===== config.mk =====
export PLATFORM = sky130hd
export DESIGN_NAME = tlpm_seq_flat
export DESIGN_NICKNAME = d
export VERILOG_FILES = /design/src/hdl/tlpm_pkg.sv /design/src/hdl/tlpm_if.sv /design/src/hdl/tlpm_seq.sv /design/src/flat_wrapper.sv
export SDC_FILE = /design/constraint.sdc
export NUM_CORES = 1
export LEC_CHECK = 0
export BUFFER_PORTS_ARGS = -buffer_cell sky130_fd_sc_hd__buf_2
export CORE_MARGIN = 3
export CORE_UTILIZATION = 56
export DETAILED_ROUTE_END_ITERATION = 8
export PLACE_DENSITY = 0.86
export SYNTH_ARGS = -nofsm -noshare
export SYNTH_HDL_FRONTEND = slang
export SYNTH_SLANG_ARGS = --single-unit

===== constraint.sdc =====
create_clock -name clk -period 12 [get_ports clk]
set_clock_uncertainty 0.2 [all_clocks]
set_input_delay 0.6 -clock clk [delete_from_list [all_inputs] [get_ports clk]]
set_output_delay 0.6 -clock clk [all_outputs]
set_load 0.01 [all_outputs]

===== src/hdl/tlpm_pkg.sv =====
// ----------------------------------------------------------------------------
// tlpm_pkg
// Shared types and codes for the two-level page table mapper.
// ----------------------------------------------------------------------------
`default_nettype none

package tlpm_pkg;

  localparam int TABLE_ENTRIES = 1024;
  localparam int IDX_W = $clog2(TABLE_ENTRIES);

  localparam int PPN_W  = 20;
  localparam int VPN_W  = 20;
  localparam int ADDR_W = 32;
  localparam int FLAG_W = 12;
  localparam int END_W  = 21;
  localparam int CFG_DATA_W = 21;
  localparam int CFG_IDX_W  = 3;

  localparam logic [1:0] KIND_ZERO = 2'd0;
  localparam logic [1:0] KIND_WORD = 2'd1;
  localparam logic [1:0] KIND_FULL = 2'd2;

  localparam logic [CFG_IDX_W-1:0] CFG_ROOT_TABLE_PAGE   = 3'd0;
  localparam logic [CFG_IDX_W-1:0] CFG_FREE_FIRST_PAGE   = 3'd1;
  localparam logic [CFG_IDX_W-1:0] CFG_FREE_END_PAGE     = 3'd2;
  localparam logic [CFG_IDX_W-1:0] CFG_LEAF_FLAG_BITS    = 3'd3;
  localparam logic [CFG_IDX_W-1:0] CFG_POINTER_FLAG_BITS = 3'd4;

  localparam logic [FLAG_W-1:0] LEAF_FLAGS_RESET    = 12'd47;
  localparam logic [FLAG_W-1:0] POINTER_FLAGS_RESET = 12'd1;

  typedef struct packed {
    logic             valid;
    logic [PPN_W-1:0] page;
  } shadow_entry_t;

  typedef struct packed {
    logic [PPN_W-1:0]  root_table_page;
    logic [PPN_W-1:0]  free_first_page;
    logic [END_W-1:0]  free_end_page;
    logic [FLAG_W-1:0] leaf_flag_bits;
    logic [FLAG_W-1:0] pointer_flag_bits;
  } cfg_t;

  typedef struct packed {
    logic             rd_en;
    logic [IDX_W-1:0] rd_addr;
    logic             wr_en;
    logic [IDX_W-1:0] wr_addr;
    shadow_entry_t    wr_data;
  } shd_req_t;

  typedef struct packed {
    logic clearing;
    logic alloc;
  } tlpm_stat_t;

endpackage

`default_nettype wire


===== src/hdl/tlpm_if.sv =====
// ----------------------------------------------------------------------------
// tlpm_if
// Valid/ready channels for mapping requests and memory write results.
// ----------------------------------------------------------------------------
`default_nettype none

interface tlpm_item_if import tlpm_pkg::*; ();
  logic             valid;
  logic             ready;
  logic [VPN_W-1:0] virt_page;
  logic [PPN_W-1:0] phys_page;
  logic             range_end;

  modport source (output valid, virt_page, phys_page, range_end, input ready);
  modport sink   (input valid, virt_page, phys_page, range_end, output ready);
endinterface

interface tlpm_result_if import tlpm_pkg::*; ();
  logic              valid;
  logic              ready;
  logic [1:0]        kind;
  logic [ADDR_W-1:0] mem_address;
  logic [ADDR_W-1:0] mem_data;
  logic              last;
  logic              range_done;

  modport source (output valid, kind, mem_address, mem_data, last, range_done,
                  input ready);
  modport sink   (input valid, kind, mem_address, mem_data, last, range_done,
                  output ready);
endinterface

`default_nettype wire


===== src/hdl/tlpm_seq.sv =====
// ----------------------------------------------------------------------------
// tlpm_seq
// Sequencer: clears the shadow, looks up the root entry, allocates a
// table page and emits the result transactions through an output register.
// ----------------------------------------------------------------------------
`default_nettype none

module tlpm_seq
  import tlpm_pkg::*;
(
  input  wire logic          clk,
  input  wire logic          rst,
  input  wire cfg_t          cfg,
  tlpm_item_if.sink          item,
  tlpm_result_if.source      result,
  output shd_req_t           shd_req,
  input  wire shadow_entry_t shd_rdata,
  output tlpm_stat_t         stat
);

  localparam logic [1:0] ST_CLEAR = 2'd0;
  localparam logic [1:0] ST_IDLE  = 2'd1;
  localparam logic [1:0] ST_LOOK  = 2'd2;
  localparam logic [1:0] ST_EMIT  = 2'd3;

  localparam logic [1:0] MODE_HIT   = 2'd0;
  localparam logic [1:0] MODE_ALLOC = 2'd1;
  localparam logic [1:0] MODE_FULL  = 2'd2;

  logic [1:0]        state;
  logic [IDX_W-1:0]  clr_cnt;
  logic [END_W-1:0]  pages_allocated;
  logic [IDX_W-1:0]  hi;
  logic [IDX_W-1:0]  lo;
  logic [PPN_W-1:0]  ppn;
  logic              done;
  logic [1:0]        mode;
  logic [PPN_W-1:0]  tpage;
  logic [1:0]        step;

  logic              out_valid;
  logic [1:0]        out_kind;
  logic [ADDR_W-1:0] out_address;
  logic [ADDR_W-1:0] out_data;
  logic              out_last;
  logic              out_done;

  logic              accept;
  logic [END_W:0]    next_sum;
  logic              full;
  logic              hit;
  logic              out_load;
  logic              final_step;
  logic [1:0]        res_kind;
  logic [ADDR_W-1:0] res_address;
  logic [ADDR_W-1:0] res_data;
  logic [ADDR_W-1:0] leaf_data;

  assign accept   = item.valid && item.ready;
  assign next_sum = {2'b00, cfg.free_first_page} + {1'b0, pages_allocated};
  assign full     = (next_sum >= {1'b0, cfg.free_end_page}) ||
                    (next_sum[END_W:PPN_W] != 2'b00);
  assign hit      = shd_rdata.valid;
  assign out_load = (state == ST_EMIT) && (!out_valid || result.ready);
  assign final_step = (mode != MODE_ALLOC) || (step == 2'd2);
  assign leaf_data  = {ppn, {FLAG_W{1'b0}}} | {{PPN_W{1'b0}}, cfg.leaf_flag_bits};

  assign item.ready = (state == ST_IDLE);

  assign stat.clearing = (state == ST_CLEAR);
  assign stat.alloc    = (state == ST_LOOK) && !hit && !full;

  always_comb begin
    shd_req.rd_en   = accept;
    shd_req.rd_addr = item.virt_page[VPN_W-1:IDX_W];
    shd_req.wr_en   = 1'b0;
    shd_req.wr_addr = hi;
    shd_req.wr_data = '0;
    if (state == ST_CLEAR) begin
      shd_req.wr_en   = 1'b1;
      shd_req.wr_addr = clr_cnt;
    end else if (stat.alloc) begin
      shd_req.wr_en         = 1'b1;
      shd_req.wr_data.valid = cfg.pointer_flag_bits[0];
      shd_req.wr_data.page  = next_sum[PPN_W-1:0];
    end
  end

  always_comb begin
    res_kind    = KIND_WORD;
    res_address = {tpage, lo, 2'b00};
    res_data    = leaf_data;
    unique case (mode)
      MODE_HIT: begin
      end
      MODE_FULL: begin
        res_kind    = KIND_FULL;
        res_address = '0;
        res_data    = '0;
      end
      MODE_ALLOC: begin
        if (step == 2'd0) begin
          res_kind    = KIND_ZERO;
          res_address = {tpage, {FLAG_W{1'b0}}};
          res_data    = '0;
        end else if (step == 2'd1) begin
          res_address = {cfg.root_table_page, hi, 2'b00};
          res_data    = {tpage, cfg.pointer_flag_bits};
        end
      end
      default: begin
      end
    endcase
  end

  always_ff @(posedge clk) begin
    if (rst) begin
      state           <= ST_CLEAR;
      clr_cnt         <= '0;
      pages_allocated <= '0;
      out_valid       <= 1'b0;
    end else begin
      if (out_load) begin
        out_valid <= 1'b1;
      end else if (result.ready) begin
        out_valid <= 1'b0;
      end
      unique case (state)
        ST_CLEAR: begin
          clr_cnt <= clr_cnt + 1'b1;
          if (clr_cnt == IDX_W'(TABLE_ENTRIES - 1)) begin
            state <= ST_IDLE;
          end
        end
        ST_IDLE: begin
          if (accept) begin
            state <= ST_LOOK;
          end
        end
        ST_LOOK: begin
          if (stat.alloc) begin
            pages_allocated <= pages_allocated + 1'b1;
          end
          state <= ST_EMIT;
        end
        ST_EMIT: begin
          if (out_load && final_step) begin
            state <= ST_IDLE;
          end
        end
        default: state <= ST_IDLE;
      endcase
    end
  end

  always_ff @(posedge clk) begin
    if (accept) begin
      hi   <= item.virt_page[VPN_W-1:IDX_W];
      lo   <= item.virt_page[IDX_W-1:0];
      ppn  <= item.phys_page;
      done <= item.range_end;
    end
    if (state == ST_LOOK) begin
      step <= 2'd0;
      if (hit) begin
        mode  <= MODE_HIT;
        tpage <= shd_rdata.page;
      end else if (full) begin
        mode  <= MODE_FULL;
        tpage <= next_sum[PPN_W-1:0];
      end else begin
        mode  <= MODE_ALLOC;
        tpage <= next_sum[PPN_W-1:0];
      end
    end else if (out_load) begin
      step <= step + 1'b1;
    end
    if (out_load) begin
      out_kind    <= res_kind;
      out_address <= res_address;
      out_data    <= res_data;
      out_last    <= final_step;
      out_done    <= final_step && done;
    end
  end

  assign result.valid       = out_valid;
  assign result.kind        = out_kind;
  assign result.mem_address = out_address;
  assign result.mem_data    = out_data;
  assign result.last        = out_last;
  assign result.range_done  = out_done;

endmodule

`default_nettype wire


===== src/flat_wrapper.sv =====
// flat-port wrapper written by rule: the top's interface ports become plain ports
module tlpm_seq_flat import tlpm_pkg::*;
  (clk, rst, cfg, shd_req, shd_rdata, stat, item_valid, item_virt_page, item_phys_page, item_range_end, item_ready, result_valid, result_kind, result_mem_address, result_mem_data, result_last, result_range_done, result_ready);
  tlpm_item_if item_i ();
  tlpm_result_if result_i ();
  input  wire logic clk;
  input  wire logic rst;
  input  wire cfg_t cfg;
  output shd_req_t shd_req;
  input  wire shadow_entry_t shd_rdata;
  output tlpm_stat_t stat;
  input wire logic [$bits(item_i.valid)-1:0] item_valid;
  input wire logic [$bits(item_i.virt_page)-1:0] item_virt_page;
  input wire logic [$bits(item_i.phys_page)-1:0] item_phys_page;
  input wire logic [$bits(item_i.range_end)-1:0] item_range_end;
  output wire logic [$bits(item_i.ready)-1:0] item_ready;
  output wire logic [$bits(result_i.valid)-1:0] result_valid;
  output wire logic [$bits(result_i.kind)-1:0] result_kind;
  output wire logic [$bits(result_i.mem_address)-1:0] result_mem_address;
  output wire logic [$bits(result_i.mem_data)-1:0] result_mem_data;
  output wire logic [$bits(result_i.last)-1:0] result_last;
  output wire logic [$bits(result_i.range_done)-1:0] result_range_done;
  input wire logic [$bits(result_i.ready)-1:0] result_ready;
  assign item_i.valid = item_valid;
  assign item_i.virt_page = item_virt_page;
  assign item_i.phys_page = item_phys_page;
  assign item_i.range_end = item_range_end;
  assign item_ready = item_i.ready;
  assign result_valid = result_i.valid;
  assign result_kind = result_i.kind;
  assign result_mem_address = result_i.mem_address;
  assign result_mem_data = result_i.mem_data;
  assign result_last = result_i.last;
  assign result_range_done = result_i.range_done;
  assign result_i.ready = result_ready;
  tlpm_seq u_core (.clk(clk), .rst(rst), .cfg(cfg), .item(item_i), .result(result_i), .shd_req(shd_req), .shd_rdata(shd_rdata), .stat(stat));
endmodule

==> results of run 1 <==
## per-stage QoR
stage | hold slack [ps] | power (W) | area [µm²] | std cells
floorplan | 253 | 0.000667 | 8620 | 863
global placement | 265 | 0.000703 | 9980 | 1265
detailed placement | 271 | 0.000705 | 9980 | 1265
CTS | 130 | 0.00121 | 10500 | 1297
global route | 126 | 0.00124 | 10500 | 1297
finish | 142 | 0.00121 | 10500 | 1297
## where the power goes
part	total (W)	internal, W	switching [W]	leakage, nW
Sequential	0.000614	0.000613	0.00000110	1.46
Clock	0.000517	0.000289	0.000228	0.256
Combinational	0.0000789	0.0000364	0.0000425	2.90
Total	0.00121	0.000939	0.000272	4.62
## state kept, by name, summed over array words and instances, names as in the netlist, 2 cells and up
signal / flops
u_core.step: 2
u_core.mode: 2
u_core.pages_allocated: 21
u_core.hi: 10
u_core.lo: 10
u_core.state: 2
u_core.result.kind: 2
u_core.clr_cnt: 10
u_core.result.mem_address: 30
u_core.tpage: 20
u_core.ppn: 20
u_core.result.mem_data: 32
## layout make-up
| class | instances | share of cell area |
|---|---|---|
| flip-flops and latches | 165 | 0.436 |
| inverters | 60 | 0.0214 |
| clock inverters | 12 | 0.0116 |
| clock buffers | 20 | 0.0414 |
| well taps | 184 | 0.0218 |
| multi-input cells | 588 | 0.339 |
| repair buffers | 268 | 0.128 |
## Yosys cell counts, types with 3 or more instances
cell type and count:
nand2_1 166, edfxtp_1 129, a21oi_1 108, inv_1 60, ha_1 54, nor2_1 51, dfxtp_1 36, o21ai_0 34
clkbuf_1 33, nand3_1 20, xor2_1 16, xnor2_1 15, buf_4 13, mux2_2 13, a21o_1 10, nand4_1 10
and2_1 7, nand2b_1 7, or3_1 7, and3_1 6, nor2b_1 6, o31ai_1 5, or4_1 5, a211oi_1 4
mux2i_1 4, o21a_1 4, a31o_2 3, a31oi_1 3, o41ai_1 3
## worst reg2reg max path: stages (launching register included)
cell and delay, ps:
dfxtp_1 350, ha_1 240, fa_1 430, a211oi_1 260
o21bai_1 140, a211oi_1 490, nand2b_1 180, a21oi_1 90
a21o_1 190, a21oi_1 170, xor2_1 310, inv_1 90
ha_1 280, nand4_1 80, or4_1 570, nor4_1 280
o31a_1 190, a311oi_2 50, o21ai_2 160, or2_1 570
inv_1 200, mux2i_1 190, nor2_1 50
## cells by family (layout without fill, tap and decap cells)
logic type,after synthesis,count (layout)
and+or+nand+nor,297,297
AOI/OAI and AO/OA,186,186
DFF,165,165
buffers and inverters,110,360
adders and majority gates,55,55
xor gates and xnor gates,31,31
muxes,17,17
other,1,2
## path summary, 6_finish.rpt
kind                                   from                         to  slack (ps)  depth (start not counted)
setup / recovery  u_core.pages_allocated[0]                 shd_req[1]        5040                         22
hold / removal            item_virt_page[6]               u_core.lo[6]         140                          1
setup reg to reg  u_core.pages_allocated[0]  u_core.pages_allocated[1]        6100                         22
hold reg to reg              u_core.step[1]             u_core.step[1]         280                          2
## metal layers
metal  vias up  GRT usage
li1       3477          -
met1      3458      0.344
met2       362      0.466
met3        41     0.0520
met4         0     0.0990
met5         -          0
==> impl_metrics.toml, run 1 <==
[outcome]
status = "finished clean"

[yosys]
ys.flop_type = "edfxtp_1"
synth_area_mm2 = 0.00861
synth-adder-area-share = 0.0808
synthTopCellsByArea = "edfxtp_1 45%, dfxtp_1 8.4%, ha_1 7.8%, nand2_1 7.2%, a21oi_1 6.3%"
ys_seq_area_frac = 0.533
synth_cells = 862
yosysWarnings = 0
ys_types = 52
yosys.area_share.simple = 0.152
synth-xor-area-share = 0.0315
yosys-mux-area-fraction = 0.0216
synth_top_family_by_area = "simple AND/OR/NAND/NOR gates"
syn_avg_cell_area_um2 = 9.99
synth-compound-area-share = 0.126
async_flop_share = 0
yosys.area.top_type = "edfxtp_1"
synth_edf_count = 129
ys_ff_latch = 165
yosysTopAreaCellShare = 0.450

[setup_path]
worstSetupEndpointType = "output pin"
crit_fanout = 22
path_buf_inv = 2
crit_chain = "ha_1, fa_1, a211oi_1, o21bai_1, a211oi_1, nand2b_1, a21oi_1, a21o_1, a21oi_1, xor2_1, inv_1, ha_1, nand4_1, or4_1, nor4_1, o31a_1, a311oi_2, o21ai_2, or2_1, nor2_1, and2_1, buf_2"
arrival_ps = 6160
cpMaxStageDelayCell = "or4_1"
max_stage_delay_ps = 570
start_kind = "register"
cp.required_ps = 11200
path_delay_family = "simple AND/OR/NAND/NOR gates"
criticalPathCategory = "reg -> out"

[route]
wirelength_met1_um = 9380
drt-total-wl_um = 23400
wl_met2_um = 11700
top_layer_used = "met4"
drt_first_pass_iters = 5
post-route-drc-count = 0
via_count = 7338
drt_iter0_drc = 563
drtAntennaViolNets = 0
routed_via_density = 5.66
wire_per_inst_um = 18.0
wl_met3_um = 1650

[layout]
final_nets = 1306
syn2layout_area_growth_pct = 22.3
final_common_cell = "buf_2"
mostFrequentLayoutCells = "263 x buf_2, 166 x nand2_1, 129 x edfxtp_1"
multi_input_area_mm2 = 0.00357
drive_gt1_frac = 0.292
diodes = 0
seq_area_mm2 = 0.00459
fin_util = 0.712
nFillCells = 1072

[sta]
period_share = 0.580
worst_slack_ps = 5040
layout_min_cycle_time_ps = 6960
tns_ps = 0
max_freq_mhz = 144
finalHoldViolCount = 0
setup_viol = 0
slew_headroom = 0.206
worst_pin_slew_ps = 1190
rsz0062_at_grt = "no"
drv_slew = 0

[placed_design]
post-place-ws_ps = 5210
port_buffers = 263
dpl.hpwl_um = 17400
gp_congestion = 0.943

[die]
core_area_mm2 = 0.0148
die_area_mm2 = 0.0169
rows = 44
start_util = 0.582
die_y_um = 130
die_width_um = 130
io_pins = 266

[clock_tree]
numCtsBuffers = 17
hold_buffers = 0
cts-htree-levels = 4
root_buffer = "clkbuf_16"
clock-sinks = 165
cts_buffer_depth = 2
insertion_delay_ps = 430
cts_tree = "built"
postCtsSetupRepairBufs = 0
cts_resized = 0
clk_pin_slew_ps = 70

[power_and_ir_drop]
cellLeakagePower_nw = 4.62
ir_drop_mv = 0.103
power_density_mw_per_mm2 = 115

[global_route]
antenna_found_initial = 0
grt_pass1_wl_um = 35000
grt_util_all_layers = 0.272
grt_pass1_vias = 6841
grt_overflow = 0
grt_max_degree = 68

[flow_run]
maxCapViolCount = 0

[hold_path]
hp-class = "in -> reg"
Power figures use the tool's default switching activity.
==> inputs of run 2 (changes only) <==
--- a/config.mk
+++ b/config.mk
@@ -7,9 +7,9 @@
 export LEC_CHECK = 0
 export BUFFER_PORTS_ARGS = -buffer_cell sky130_fd_sc_hd__buf_2
 export CORE_MARGIN = 3
-export CORE_UTILIZATION = 56
+export CORE_UTILIZATION = 47
 export DETAILED_ROUTE_END_ITERATION = 8
-export PLACE_DENSITY = 0.86
+export PLACE_DENSITY = 0.77
 export SYNTH_ARGS = -nofsm -noshare
 export SYNTH_HDL_FRONTEND = slang
 export SYNTH_SLANG_ARGS = --single-unit
==> constraint.sdc (replaced) <==
create_clock -name clk -period 5.9 [get_ports clk]
set_clock_uncertainty 0.2 [all_clocks]
set_input_delay 0.295 -clock clk [delete_from_list [all_inputs] [get_ports clk]]
set_output_delay 0.295 -clock clk [all_outputs]
set_load 0.01 [all_outputs]
==> impl_metrics.toml, run 2 (synthesized netlist as in run 1, its figures left out) <==
[power_and_ir_drop]
switching_share = 0.224
power_w = 0.00256
comb_power_share = 0.081
cellLeakagePower_nw = 5.01
p_clk_frac = 0.431
internal_power_w = 0.00199
power_density_mw_per_mm2 = 223
ir_drop_mv = 0.225
seq_power_share = 0.488
p_sw_w = 0.000573

[setup_path]
criticalPathCategory = "reg -> out"
path_buf_inv = 4
max_stage_delay_ps = 560
cpMaxStageDelayCell = "or4_4"
crit_fanout = 21
path_delay_family = "compound AO/OA/AOI/OAI gates"
worstSetupEndpointType = "output pin"
cp.required_ps = 5410
start_kind = "register"
crit_chain = "ha_1, a211oi_1, o21a_1, a21oi_1, a221o_1, a31oi_4, o21ai_0, xnor2_1, inv_1, ha_1, nand4_1, or4_4, nor4_4, o31a_1, a311oi_2, o21ai_2, or2_4, buf_8, inv_1, buf_2"
arrival_ps = 5120

[global_route]
antenna_found_initial = 1
grt_pass1_vias = 7300
grt_overflow = 0
grt_max_degree = 68
grt_util_all_layers = 0.243
grt_pass1_wl_um = 37900

[outcome]
status = "finished clean"

[route]
drt-total-wl_um = 24900
wire_per_inst_um = 17.6
drtAntennaViolNets = 0
via_count = 7558
drt_first_pass_iters = 5
routed_via_density = 5.33
post-route-drc-count = 0
drt_iter0_drc = 455

[clock_tree]
cts_buffer_depth = 2
cts_tree = "built"
clock-sinks = 165
clk_pin_slew_ps = 60
insertion_delay_ps = 430
numCtsBuffers = 17
root_buffer = "clkbuf_16"
cts-htree-levels = 4

[layout]
drive_gt1_frac = 0.301
nFillCells = 1359
syn2layout_area_growth_pct = 33.2
mostFrequentLayoutCells = "263 x buf_2, 166 x nand2_1, 129 x edfxtp_1"
seq_area_mm2 = 0.00460
final_nets = 1386
largest_reg_flops = 32
final_common_cell = "buf_2"
multi_input_area_mm2 = 0.00365

[sta]
worst_slack_ps = 285
finalHoldViolCount = 0
tns_ps = 0
max_freq_mhz = 178
drv_slew = 0
layout_min_cycle_time_ps = 5620
holdWs_ps = 14.6
period_share = 0.952
worst_pin_slew_ps = 961
setup_viol = 0
slew_headroom = 0.359

[placed_design]
post-place-ws_ps = 280
dpl.hpwl_um = 18100
gp_congestion = 0.949
port_buffers = 263

[die]
rows = 48
io_pins = 266
core_area_mm2 = 0.0176
die_width_um = 141
start_util = 0.489
die_area_mm2 = 0.0200
die_y_um = 141

[hold_path]
hp-class = "in -> reg"

[flow_run]
maxCapViolCount = 0
## run 2: path summary, 6_finish.rpt
check / end / startpoint / cells after the start / slack [ps]
worst max register to register: u_core.pages_allocated[20] / u_core.pages_allocated[1] / 20 / 590
worst min register to register: u_core.step[1] / u_core.step[1] / 2 / 290
worst max-delay path: stat[0] / u_core.pages_allocated[1] / 20 / 280
worst min-delay path: u_core.tpage[7] / shd_rdata[7] / 3 / 10
## run 2: timing repair
action	CTS	global route
setup endpoints to repair	23	23
endpoints found under the hold margin	64	0
gates resized for setup	5	16
pin swaps	0	6
buffers inserted	0	7
hold buffers	65	0
## run 2: power by group through the flow
stage	registers [W]	logic [W]	clock network [W]
floorplan	0.00127	0.0000821	0
global route	0.00125	0.000229	0.00117
CTS	0.00125	0.000200	0.00112
finish	0.00125	0.000208	0.00110
global placement	0.00127	0.000161	0
detailed placement	0.00127	0.000164	0
## run 2: worst min-delay path: cells and delay by family
family	cells	cell delay (ps)
AO/OA/AOI/OAI	1	80
AND/OR/NAND/NOR	1	50
buffers and inverters	1	100
## run 2: metrics by stage
step	util	area [µm²]	instances
final	0.652	11500	1419
after global routing	0.652	11500	1419
after CTS	0.645	11400	1411
after detailed placement	0.574	10100	1314
after global placement	0.574	10100	1314
after floorplan	-	8620	863
## run 2: metal layers
| metal | track usage | wire length (µm) | share of wire |
|---|---|---|---|
| met1 | 0.302 | 9870 | 0.40 |
| met5 | 0 | 0 | 0 |
| met3 | 0.0452 | 1580 | 0.063 |
| met2 | 0.425 | 12700 | 0.51 |
| met4 | 0.0889 | 757 | 0.030 |
## run 2: layout make-up
cell class	count	area share
Clock inverter	15	0.0144
Inverter	60	0.0196
Tap cell	225	0.0245
Antenna cell	1	0.000218
Clock buffer	17	0.0371
Timing Repair Buffer	348	0.185
Sequential cell	165	0.401
Multi-Input combinational cell	588	0.318
